[config.mk]
export PLATFORM = sky130hd
export DESIGN_NAME = per_tenant_departure_time_pacer
export DESIGN_NICKNAME = d
export VERILOG_FILES = /design/src/hw/rtl/ptdtp_pkg.sv /design/src/hw/rtl/ptdtp_div.sv /design/src/hw/rtl/ptdtp_ctrl.sv /design/src/hw/rtl/ptdtp_dp.sv /design/src/hw/rtl/per_tenant_departure_time_pacer.sv
export VERILOG_INCLUDE_DIRS = /design/src /design/src/hw/rtl
export SDC_FILE = /design/constraint.sdc
export NUM_CORES = 2
export LEC_CHECK = 0
export ABC_AREA = 1
export BUFFER_PORTS_ARGS = -buffer_cell sky130_fd_sc_hd__buf_4
export CORE_MARGIN = 2
export CORE_UTILIZATION = 47
export DETAILED_ROUTE_END_ITERATION = 8
export GPL_TIMING_DRIVEN = 0
export PLACE_DENSITY_LB_ADDON = 0.12
export SETUP_SLACK_MARGIN = 0.5
export SLEW_MARGIN = 20
export SYNTH_ARGS = -nofsm -noshare
export SYNTH_HDL_FRONTEND = slang
export SYNTH_SLANG_ARGS = --single-unit
[constraint.sdc]
create_clock -name clk -period 21.1 [get_ports clk]
set_input_delay 0 -clock clk [delete_from_list [all_inputs] [get_ports clk]]
set_output_delay 0 -clock clk [all_outputs]
set_load 0.01 [all_outputs]
[src/hw/rtl/per_tenant_departure_time_pacer_assert.svh]
// Assertion macros shared by the pacer RTL.
// Needs signals clk and rst_n in the scope where a macro is used.
`ifndef PER_TENANT_DEPARTURE_TIME_PACER_ASSERT_SVH
`define PER_TENANT_DEPARTURE_TIME_PACER_ASSERT_SVH

// Same-cycle implication, disabled while in reset.
`define PTDTP_ASSERT_IMP(lbl, ante, cons, msg) \
    lbl: assert property (@(posedge clk) disable iff (!rst_n) (ante) |-> (cons)) \
        else $error(msg);

// Next-cycle implication, disabled while in reset.
`define PTDTP_ASSERT_NXT(lbl, ante, cons, msg) \
    lbl: assert property (@(posedge clk) disable iff (!rst_n) (ante) |=> (cons)) \
        else $error(msg);

`endif

[src/hw/rtl/ptdtp_pkg.sv]
// Types and constants for the per-tenant departure-time pacer.
// No dependencies; imported by every pacer module.
package ptdtp_pkg;

    localparam int ETHERTYPE_W   = 16;
    localparam int BYTES_W       = 18;
    localparam int IDENT_W       = 32;
    localparam int TIME_W        = 64;
    localparam int RATE_W        = 40;
    localparam int NS_PER_SEC_W  = 30;
    localparam int DIVIDEND_W    = 51;   // len * 8e9 < 2^51
    localparam int DIV_RADIX     = 3;    // quotient bits per cycle
    localparam int DIV_STEPS     = DIVIDEND_W / DIV_RADIX;
    localparam int DIV_CNT_W     = $clog2(DIV_STEPS);

    localparam int S_TDATA_W     = 152;  // 149 bits of fields, padded to bytes
    localparam int M_TDATA_W     = 72;   // 66 bits of fields, padded to bytes

    localparam int CFG_INDEX_W   = 2;
    localparam int CFG_DATA_W    = RATE_W;

    localparam logic [ETHERTYPE_W-1:0]  ETHERTYPE_IPV4   = 16'h0800;
    localparam logic [BYTES_W-1:0]      MIN_HEADER_BYTES = 18'd34;
    localparam logic [RATE_W-1:0]       DEFAULT_RATE_BPS = 40'd10000000;
    localparam logic [NS_PER_SEC_W-1:0] NS_PER_SEC       = 30'd1000000000;
    localparam logic [IDENT_W-1:0]      RESET_IDENTITY   = 32'd5001;

    localparam logic [CFG_INDEX_W-1:0] CFG_PACED_IDENTITY = 2'd0;
    localparam logic [CFG_INDEX_W-1:0] CFG_RATE_PRESENT   = 2'd1;
    localparam logic [CFG_INDEX_W-1:0] CFG_TENANT_RATE    = 2'd2;

    typedef enum logic [1:0] {
        VERDICT_PASS  = 2'd0,
        VERDICT_STAMP = 2'd1,
        VERDICT_DROP  = 2'd2
    } verdict_t;

    // Controller to datapath
    typedef struct packed {
        logic capture;   // latch the input transaction
        logic eval;      // classify, pick base, load the divider
        logic div_step;  // advance the divider
        logic finish;    // load the output register, commit state
    } ptdtp_cmd_t;

    // Datapath to controller
    typedef struct packed {
        logic is_stamp;  // classification in eval wants a departure time
        logic div_last;  // divider runs its final cycle
        logic out_free;  // output register can take a result
    } ptdtp_sts_t;

endpackage

[src/hw/rtl/ptdtp_div.sv]
// Iterative restoring divider, DIV_RADIX quotient bits per cycle while step is high.
// Depends on ptdtp_pkg.
module ptdtp_div (
    input  logic                              clk,
    input  logic                              rst_n,
    input  logic                              load,
    input  logic                              step,
    input  logic [ptdtp_pkg::DIVIDEND_W-1:0]  dividend,
    input  logic [ptdtp_pkg::RATE_W-1:0]      divisor,
    output logic [ptdtp_pkg::DIVIDEND_W-1:0]  quotient,
    output logic                              last
);
    import ptdtp_pkg::*;

    logic [DIVIDEND_W-1:0] qr_reg, qr_next;
    logic [RATE_W-1:0]     rem_reg, rem_next;
    logic [RATE_W-1:0]     dsr_reg;
    logic [DIV_CNT_W-1:0]  cnt_reg;

    always_comb
    begin
        logic [RATE_W:0] trial;
        qr_next  = qr_reg;
        rem_next = rem_reg;
        for (int k = 0; k < DIV_RADIX; k++)
        begin
            trial   = {rem_next, qr_next[DIVIDEND_W-1]};
            qr_next = {qr_next[DIVIDEND_W-2:0], 1'b0};
            if (trial >= {1'b0, dsr_reg})
            begin
                trial      = trial - {1'b0, dsr_reg};
                qr_next[0] = 1'b1;
            end
            rem_next = trial[RATE_W-1:0];
        end
    end

    always_ff @(posedge clk or negedge rst_n)
    begin
        if (!rst_n)
        begin
            cnt_reg <= '0;
        end
        else if (load)
        begin
            cnt_reg <= '0;
        end
        else if (step)
        begin
            cnt_reg <= cnt_reg + 1'b1;
        end
    end

    always_ff @(posedge clk)
    begin
        if (load)
        begin
            qr_reg  <= dividend;
            rem_reg <= '0;
            dsr_reg <= divisor;
        end
        else if (step)
        begin
            qr_reg  <= qr_next;
            rem_reg <= rem_next;
        end
    end

    assign quotient = qr_reg;
    assign last     = step && (cnt_reg == DIV_CNT_W'(DIV_STEPS - 1));

endmodule

[src/hw/rtl/ptdtp_ctrl.sv]
// Sequencing state machine of the pacer.
// Depends on ptdtp_pkg; drives the datapath through ptdtp_cmd_t.
module ptdtp_ctrl (
    input  logic                   clk,
    input  logic                   rst_n,
    input  logic                   s_tvalid,
    output logic                   s_tready,
    input  ptdtp_pkg::ptdtp_sts_t  sts,
    output ptdtp_pkg::ptdtp_cmd_t  cmd
);
    import ptdtp_pkg::*;

    typedef enum logic [3:0] {
        S_IDLE = 4'b0001,
        S_EVAL = 4'b0010,
        S_DIV  = 4'b0100,
        S_DONE = 4'b1000
    } state_t;

    state_t state_reg, state_next;

    always_comb
    begin
        state_next = state_reg;
        case (state_reg)
            S_IDLE:
            begin
                if (s_tvalid)
                begin
                    state_next = S_EVAL;
                end
            end
            S_EVAL:
            begin
                state_next = sts.is_stamp ? S_DIV : S_DONE;
            end
            S_DIV:
            begin
                if (sts.div_last)
                begin
                    state_next = S_DONE;
                end
            end
            S_DONE:
            begin
                if (sts.out_free)
                begin
                    state_next = S_IDLE;
                end
            end
            default:
            begin
                state_next = S_IDLE;
            end
        endcase
    end

    always_ff @(posedge clk or negedge rst_n)
    begin
        if (!rst_n)
        begin
            state_reg <= S_IDLE;
        end
        else
        begin
            state_reg <= state_next;
        end
    end

    assign s_tready     = (state_reg == S_IDLE);
    assign cmd.capture  = (state_reg == S_IDLE) && s_tvalid;
    assign cmd.eval     = (state_reg == S_EVAL);
    assign cmd.div_step = (state_reg == S_DIV);
    assign cmd.finish   = (state_reg == S_DONE) && sts.out_free;

endmodule

[src/hw/rtl/ptdtp_dp.sv]
// Datapath of the pacer: config registers, classification, delay, output register.
// Depends on ptdtp_pkg and ptdtp_div.
module ptdtp_dp (
    input  logic                                clk,
    input  logic                                rst_n,
    input  ptdtp_pkg::ptdtp_cmd_t               cmd,
    output ptdtp_pkg::ptdtp_sts_t               sts,
    input  logic                                cfg_we,
    input  logic [ptdtp_pkg::CFG_INDEX_W-1:0]   cfg_index,
    input  logic [ptdtp_pkg::CFG_DATA_W-1:0]    cfg_data,
    input  logic [ptdtp_pkg::S_TDATA_W-1:0]     s_tdata,
    output logic                                m_tvalid,
    input  logic                                m_tready,
    output logic [ptdtp_pkg::M_TDATA_W-1:0]     m_tdata
);
    import ptdtp_pkg::*;

    // configuration
    logic [IDENT_W-1:0] paced_identity_reg;
    logic               rate_present_reg;
    logic [RATE_W-1:0]  tenant_rate_reg;

    // captured transaction
    logic [ETHERTYPE_W-1:0] ethertype_reg;
    logic [BYTES_W-1:0]     linear_bytes_reg;
    logic [BYTES_W-1:0]     packet_length_reg;
    logic                   identity_found_reg;
    logic [IDENT_W-1:0]     identity_reg;
    logic [TIME_W-1:0]      now_ns_reg;

    // pacing state
    logic [TIME_W-1:0] last_departure_reg;
    logic              tenant_seen_reg;

    // per-item working values
    verdict_t          verdict_reg, verdict_next;
    logic [TIME_W-1:0] base_reg;

    // output register
    logic              m_valid_reg;
    verdict_t          m_verdict_reg;
    logic [TIME_W-1:0] m_departure_reg;

    logic [DIVIDEND_W-1:0]              dividend;
    logic [BYTES_W+NS_PER_SEC_W-1:0]    len_ns;
    logic [RATE_W-1:0]                  divisor;
    logic [DIVIDEND_W-1:0]              quotient;
    logic                               div_last;
    logic [TIME_W-1:0]                  departure;

    always_ff @(posedge clk or negedge rst_n)
    begin
        if (!rst_n)
        begin
            paced_identity_reg <= RESET_IDENTITY;
            rate_present_reg   <= 1'b0;
            tenant_rate_reg    <= '0;
        end
        else if (cfg_we)
        begin
            case (cfg_index)
                CFG_PACED_IDENTITY: paced_identity_reg <= cfg_data[IDENT_W-1:0];
                CFG_RATE_PRESENT:   rate_present_reg   <= cfg_data[0];
                CFG_TENANT_RATE:    tenant_rate_reg    <= cfg_data[RATE_W-1:0];
                default:            ;
            endcase
        end
    end

    always_ff @(posedge clk)
    begin
        if (cmd.capture)
        begin
            ethertype_reg      <= s_tdata[15:0];
            linear_bytes_reg   <= s_tdata[33:16];
            packet_length_reg  <= s_tdata[51:34];
            identity_found_reg <= s_tdata[52];
            identity_reg       <= s_tdata[84:53];
            now_ns_reg         <= s_tdata[148:85];
        end
    end

    // Classify the captured packet.
    always_comb
    begin
        verdict_next = VERDICT_PASS;
        if ((ethertype_reg == ETHERTYPE_IPV4) && (linear_bytes_reg >= MIN_HEADER_BYTES)
            && identity_found_reg && (identity_reg == paced_identity_reg))
        begin
            if (rate_present_reg && (tenant_rate_reg == '0))
            begin
                verdict_next = VERDICT_DROP;
            end
            else
            begin
                verdict_next = VERDICT_STAMP;
            end
        end
    end

    // len * 8e9 = (len * 1e9) << 3
    assign len_ns   = packet_length_reg * NS_PER_SEC;
    assign dividend = {len_ns[DIVIDEND_W-4:0], 3'b000};
    assign divisor  = rate_present_reg ? tenant_rate_reg : DEFAULT_RATE_BPS;

    ptdtp_div u_div (
        .clk      (clk),
        .rst_n    (rst_n),
        .load     (cmd.eval),
        .step     (cmd.div_step),
        .dividend (dividend),
        .divisor  (divisor),
        .quotient (quotient),
        .last     (div_last)
    );

    always_ff @(posedge clk)
    begin
        if (cmd.eval)
        begin
            verdict_reg <= verdict_next;
            if (tenant_seen_reg && (last_departure_reg > now_ns_reg))
            begin
                base_reg <= last_departure_reg;
            end
            else
            begin
                base_reg <= now_ns_reg;
            end
        end
    end

    assign departure = base_reg + TIME_W'(quotient);

    always_ff @(posedge clk or negedge rst_n)
    begin
        if (!rst_n)
        begin
            last_departure_reg <= '0;
            tenant_seen_reg    <= 1'b0;
        end
        else if (cmd.finish && (verdict_reg == VERDICT_STAMP))
        begin
            last_departure_reg <= departure;
            tenant_seen_reg    <= 1'b1;
        end
    end

    always_ff @(posedge clk or negedge rst_n)
    begin
        if (!rst_n)
        begin
            m_valid_reg <= 1'b0;
        end
        else if (cmd.finish)
        begin
            m_valid_reg <= 1'b1;
        end
        else if (m_tready)
        begin
            m_valid_reg <= 1'b0;
        end
    end

    always_ff @(posedge clk)
    begin
        if (cmd.finish)
        begin
            m_verdict_reg   <= verdict_reg;
            m_departure_reg <= (verdict_reg == VERDICT_STAMP) ? departure : '0;
        end
    end

    assign m_tvalid = m_valid_reg;
    assign m_tdata  = {6'b0, m_departure_reg, m_verdict_reg};

    assign sts.is_stamp = (verdict_next == VERDICT_STAMP);
    assign sts.div_last = div_last;
    assign sts.out_free = !m_valid_reg || m_tready;

endmodule

[src/hw/rtl/per_tenant_departure_time_pacer.sv]
// Top level of the per-tenant earliest-departure-time pacer.
// Depends on ptdtp_pkg, ptdtp_ctrl, ptdtp_dp and the assertion macro header.
//
//   channel | direction | payload
//   --------+-----------+---------------------------------------------------------
//   s_*     | in        | packet metadata: ethertype, header bytes, length, identity, now
//   m_*     | out       | verdict and departure time, one transaction per packet
//   cfg_*   | in        | write-only registers: paced identity, rate present, rate
//
// A packet that passes or drops goes through capture, classify and the commit; a
// stamped packet goes through capture, classify, the 3-bit-per-cycle divider that
// forms length*8e9/rate, then the commit into the output register.
// One packet is in flight at a time; s_tready is high only while idle, and the
// next packet is taken while a finished result still waits on m_*.
// A stall on m_tready holds the result; the commit waits for the slot to free.
// Reset (rst_n, asynchronous) clears the pacing state and restores the registers.

`include "per_tenant_departure_time_pacer_assert.svh"

module per_tenant_departure_time_pacer (
    input  logic                                clk,
    input  logic                                rst_n,
    // cfg_index: 0 paced_identity, 1 rate_entry_present, 2 tenant_rate_bps
    input  logic                                cfg_we,
    input  logic [ptdtp_pkg::CFG_INDEX_W-1:0]   cfg_index,
    input  logic [ptdtp_pkg::CFG_DATA_W-1:0]    cfg_data,
    input  logic                                s_tvalid,
    output logic                                s_tready,
    // s_tdata from bit 0 up: ethertype[15:0], linear_bytes[33:16],
    // packet_length[51:34], identity_found[52], identity[84:53],
    // now_ns[148:85], zero pad[151:149]
    input  logic [ptdtp_pkg::S_TDATA_W-1:0]     s_tdata,
    output logic                                m_tvalid,
    input  logic                                m_tready,
    // m_tdata from bit 0 up: verdict[1:0], departure_time[65:2], zero pad[71:66]
    output logic [ptdtp_pkg::M_TDATA_W-1:0]     m_tdata
);
    import ptdtp_pkg::*;

    ptdtp_cmd_t cmd;
    ptdtp_sts_t sts;

    // Sequence one packet at a time through classify, divide and commit.
    ptdtp_ctrl u_ctrl (
        .clk      (clk),
        .rst_n    (rst_n),
        .s_tvalid (s_tvalid),
        .s_tready (s_tready),
        .sts      (sts),
        .cmd      (cmd)
    );

    // Hold registers, pacing state, divider and the output register.
    ptdtp_dp u_dp (
        .clk       (clk),
        .rst_n     (rst_n),
        .cmd       (cmd),
        .sts       (sts),
        .cfg_we    (cfg_we),
        .cfg_index (cfg_index),
        .cfg_data  (cfg_data),
        .s_tdata   (s_tdata),
        .m_tvalid  (m_tvalid),
        .m_tready  (m_tready),
        .m_tdata   (m_tdata)
    );

    // A captured transaction blocks the input until its result commits.
    `PTDTP_ASSERT_NXT(a_one_in_flight, s_tvalid && s_tready, !s_tready, "second packet accepted while busy")

    // Pass and drop results carry a zero departure time.
    `PTDTP_ASSERT_IMP(a_zero_departure, m_tvalid && (m_tdata[1:0] != VERDICT_STAMP), m_tdata[65:2] == '0, "nonzero departure on unstamped result")

    // Only the three defined verdicts leave the block.
    `PTDTP_ASSERT_IMP(a_verdict_legal, m_tvalid, (m_tdata[1:0] == VERDICT_PASS) || (m_tdata[1:0] == VERDICT_STAMP) || (m_tdata[1:0] == VERDICT_DROP), "undefined verdict")

    // A commit never overwrites a result still waiting on the output.
    `PTDTP_ASSERT_IMP(a_no_overwrite, cmd.finish, !m_tvalid || m_tready, "result overwritten")

endmodule

; ---- Yosys cells after proc, flatten, opt, wreduce, memory -nomap -nowiden
; Index checks and enable logic that the tools add are counted.
[totals]
inputBits = 199
ff_bits = 560
wordCells = 86
[classes]
n_lt_le_gt_ge = 5
n_addsub = 5
n_mul = 1
eq_ne = 14
reduce_logical = 19
muxes = 20
[op_table]
columns = op, n
row1 = $ge 41x40->1, 3
row2 = $mux 40, 3
row3 = $sub 40x40->40, 3
row4 = $mux 51, 2
row5 = $add 64x51->64, 1
row6 = $gt 64x64->1, 1
row7 = $mux 64, 1
row8 = $logic_not 40->1, 1
row9 = $mul 18x21->39 const B, 1
row10 = $eq 32x32->1, 1
row11 = $ge 18x6->1 const B, 1
row12 = $eq 16x12->1 const B, 1
row13 = $mux 4, 4
row14 = $pmux 4 s4, 1
row15 = $mux 5, 2
row16 = $logic_and 1x1->1, 9
row17 = $eq 2x1->1 const B, 3
row18 = $reduce_and 2->1, 3
row19 = $add 5x1->5 const B, 1
row20 = $eq 5x5->1 const B, 1
row21 = $mux 1, 5
row22 = $eq 4x1->1 const B, 1
row23 = $eq 4x2->1 const B, 1
row24 = $eq 4x3->1 const B, 1
row25 = 10 further kinds, 13

; ---- Logic depth before layout (Yosys ltp)
[logic_depth]
depth_word = 8
mapped_depth = 53
ltp_nobuf = 50

; ---- Hierarchy
; Synthesis repeated with hierarchy kept, for this count alone.
[unflattened]
hier_cells = 6300
area_unflattened_um2 = 46951.3
[modules_own_cells]
columns = module, area_per_inst_um2, seq_area_each_um2, cells_per_inst, instances
row1 = ptdtp_dp, 30785.8, 11893.9, 3609, 1
row2 = ptdtp_div, 15897.7, 3658.5, 2650, 1
row3 = ptdtp_ctrl, 267.8, 101.3, 41, 1

; ---- Worst setup path after synthesis
; No wires, ideal clock.
[synth_path]
path_kind = flip-flop to flip-flop
startpoint = register u_ctrl.state_reg[0]
endpoint = register u_dp.ethertype_reg[0], enable pin
stages_incl_launch_ff = 8
arrival_time_ns = 15.070
required_ns = 20.082
path_slack_ns = 5.012
path_cell_list = dfstp_2 nor2_1 inv_1 nor3_1 inv_1 clkbuf_1 a41oi_1 nor4_1
[synth_lines]
columns = item, line
row1 = start: declaration, ptdtp_ctrl.sv:20  ; state_t state_reg, state_next;
row2 = start signal: assignment, ptdtp_ctrl.sv:66  ; state_reg <= state_next;
row3 = end signal: assignment, ptdtp_dp.sv:74  ; ethertype_reg <= s_tdata[15:0];
row4 = end: declaration, ptdtp_dp.sv:24  ; logic [ETHERTYPE_W-1:0] ethertype_reg;

; ---- Worst setup path in the final report
[layout_path]
startpoint = register u_dp.u_div.dsr_reg[7]
endpoint = register u_dp.u_div.rem_reg[1]
[layout_between]
elab_chain_len = 6
[layout_lines]
columns = item, line
row1 = start: declaration, ptdtp_div.sv:17  ; logic [RATE_W-1:0] dsr_reg;
row2 = start signal: assignment, ptdtp_div.sv:60  ; dsr_reg <= divisor;
row3 = $sub 40x40->40 or $ge 41x40->1 (tied branches), "ptdtp_div.sv:31, ptdtp_div.sv:29"
row4 = $mux 40, ptdtp_div.sv:29  ; if (trial >= {1'b0, dsr_reg})
row5 = $ge 41x40->1 or $sub 40x40->40 (tied branches), "ptdtp_div.sv:29, ptdtp_div.sv:31"
row6 = $mux 40, ptdtp_div.sv:29
row7 = $sub 40x40->40 or $ge 41x40->1 (tied branches), "ptdtp_div.sv:31, ptdtp_div.sv:29"
row8 = $mux 40 (*), ptdtp_div.sv:29
row9 = end signal: assignment, ptdtp_div.sv:65  ; rem_reg <= rem_next;
row10 = end: declaration, ptdtp_div.sv:16  ; logic [RATE_W-1:0] rem_reg, rem_next;
; Mark *: on every way between the ends. The rest lies on a longest branch, timed or not.
; A chain may end at the register's enable or synchronous reset.

==> results.ini <==
[setup_path]
path_buf_inv = 9
cp_slowest_cell = nor4_1
cp_common_cell = nand2_1
critPathLaunchType = flop
crit_fanout = 10
critical_path_arrival_ns = 9.64
crit_type = flop to flop
critPathCaptureType = flop
cp_slowest_stage_delay_ns = 0.52
worst_ep_required_time_ns = 21.69
path_delay_family = simple AND/OR/NAND/NOR gates

[layout]
stdcell_area_sq_mm = 0.0504
final_util_pct = 56.2
final_cells = 7058
final_common_cell = nand2_1
final_layout_size_suffix_gt1_share_pct = 8.38
final_nets = 6574
final_cell_mix = nand2_1 (1131), inv_1 (837), nor2_1 (626)
synthToLayoutAreaGrowth_pct = 19.0

[synth]
synth_top_area_cell = edfxtp_1
syn_area_per_cell_sq_um = 8.06
yosysSeqAreaShare_pct = 36.6
synth_edf_count = 359
ys_warn_count = 0
synthDistinctLibCells = 60
netlist_instances = 5258
synthArstFlopShare_pct = 26.5
synth_top_area_share_pct = 25.4
ys_ff_latch = 559
ys.flop_type = edfxtp_1
synthTopCellsByArea = edfxtp_1 (25%), ha_1 (12%), nand2_1 (10%)
synth_area_sq_mm = 0.0424

[detailed_routing]
wl_per_cell_um = 20.9
totalWireLength_um = 147000
vias_per_cell = 5.34
dr.pass1.iters = 5
dr_total_vias = 37700
drtIter0Drc = 2822
drc = 0
detail-route-antenna-nets = 0

[timing]
hold-worst-slack_ns = -0.00621
setup_viol = 0
period_needed_ns = 9.05
fmax_mhz = 110
period_share_pct = 42.9
slew_headroom_pct = 18.2
rsz0062_at_grt = false
fin_skew_ns = 0.0440
maxSlewViolCount = 0
hold_viol = 1
worst_slew_pin_slew_ns = 1.23
setup_ws_ns = 12.05

[clock_network]
root_buffer = clkbuf_16
cts_resized = 0
clk_latency_ns = 0.65
h-tree-depth = 3
cts_made_buffers = 69
cts_tree = built
clkTransAtPathRegs_ns = 0.06
cts.sink_count = 559
cts_buffer_depth = 3

[placement]
portBuffers = 262
place_area_sq_mm = 0.0462
dp.cells = 6733
place.gp.congestion = 0.986
place_ws_ns = 12.29
hpwlAfterDp_um = 120000

[floorplan]
die_area_sq_mm = 0.0926
core_sq_mm = 0.0897
pin_count = 273
row_count = 110
die_h_um = 304
dieWidth_um = 304
start_util_pct = 47.2

[outcome]
outcome = finished with violations
violations = hold timing

[global_routing]
grt_pass1_wl_um = 224000
antenna_found_initial = 3
groute.usage.overall_pct = 31.8
grt_use_met3_pct = 3.75
grt_util_met1_pct = 40.4
grt_use_met2_pct = 54.2
grt_max_degree = 87
busiest_layer = met2
overflow = 0
grt_pass1_vias = 37900

[hold_path]
hp-class = input pin to asynchronous set/reset pin

[flow_run]
cap_violations = 0

-- worst paths after layout --
path                                  startpoint                          end  slack [ns]  cells after the start
setup / recovery           u_dp.u_div.dsr_reg[7]        u_dp.u_div.rem_reg[1]       12.05                     40
hold / removal                             rst_n  u_dp.last_departure_reg[42]      -0.006                      3
setup reg to reg           u_dp.u_div.dsr_reg[7]        u_dp.u_div.rem_reg[1]       12.05                     40
hold reg to reg              u_dp.verdict_reg[0]        u_dp.m_verdict_reg[0]        0.45                      0
max in group asynchronous                  rst_n  u_dp.paced_identity_reg[12]       20.64                      3
min in group clk                    s_tdata[118]          u_dp.now_ns_reg[33]        0.07                      2
-- cell type report --
| type | instances | area, sq um |
|---|---|---|
| antenna | 2 | 5.00 |
| multi-input combinational | 3760 | 23300 |
| buffer | 105 | 490 |
| sequential | 559 | 15500 |
| inverter | 839 | 3150 |
| tap | 1176 | 1470 |
| timing repair buffer | 492 | 4260 |
| clock inverter | 32 | 312 |
| clock buffer | 93 | 1940 |
| fill | 8430 | 39300 |
-- synth_stat cells (3+ instances only) --
library cell and n:
nand2_1 1131, inv_1 837, nor2_1 627, a21oi_1 390
ha_1 390, o21ai_0 374, edfxtp_1 359, fa_1 159
dfrtp_1 141, nand3_1 128, xnor2_1 83, clkbuf_1 74
xor2_1 59, dfxtp_1 52, nor3_1 48, nor4_1 45
nand4_1 39, o21bai_1 33, a31oi_1 29, a21o_1 27
o21a_1 26, o21ai_1 18, o22ai_1 18, or2_2 15
a22o_1 14, buf_2 14, o211ai_1 12, a21boi_0 11
mux2_2 8, nand3b_1 8, buf_4 7, dfstp_2 7
buf_6 6, nor2_2 6, a31o_2 5, and3_1 5
nand3_2 5, nor3b_1 5, o2111ai_1 5, a211oi_1 4
buf_1 4, a221oi_1 3, a22oi_1 3
-- cell families after synthesis --
family | Yosys count | synth area share, %
and+or+nand+nor | 2071 | 19.8
AOI/OAI and AO/OA | 984 | 12.8
buffers and inverters | 944 | 8.57
DFF | 559 | 36.6
adders and majority gates | 549 | 19.0
xor gates and xnor gates | 142 | 2.93
muxes | 8 | 0.213
other | 1 | 0.00885
-- per-layer routing --
metal | up-vias | part of all wire (%)
met5 | - | 0.0075
met4 | 2 | 5.4
met3 | 303 | 4.9
met2 | 1156 | 48
met1 | 17800 | 42
li1 | 18400 | -
-- metrics by stage --
| step | hold slack (ns) | setup TNS [ns] |
|---|---|---|
| 6_report | -0.00621 | 0 |
| 5_1_grt | 0.0324 | 0 |
| 4_1_cts | 0.00459 | 0 |
| 3_5_place_dp | 0.00246 | 0 |
| 3_3_place_gp | 0.178 | -721.31 |
| 2_1_floorplan | -0.296 | 0 |
-- repair_timing --
item,CTS,global route
endpoints found under the hold margin,366,0
setup buffers,0,0
hold buffers,198,0
-- tightest hold or removal path: stages --
cell	delay [ns]
dlygate4sd3_1	0.56
buf_8	0.16
buf_16	0.31
Power is left out: the tool's default activity adds up to more than one toggle a clock period on the data nets, which glitch-free logic cannot reach.
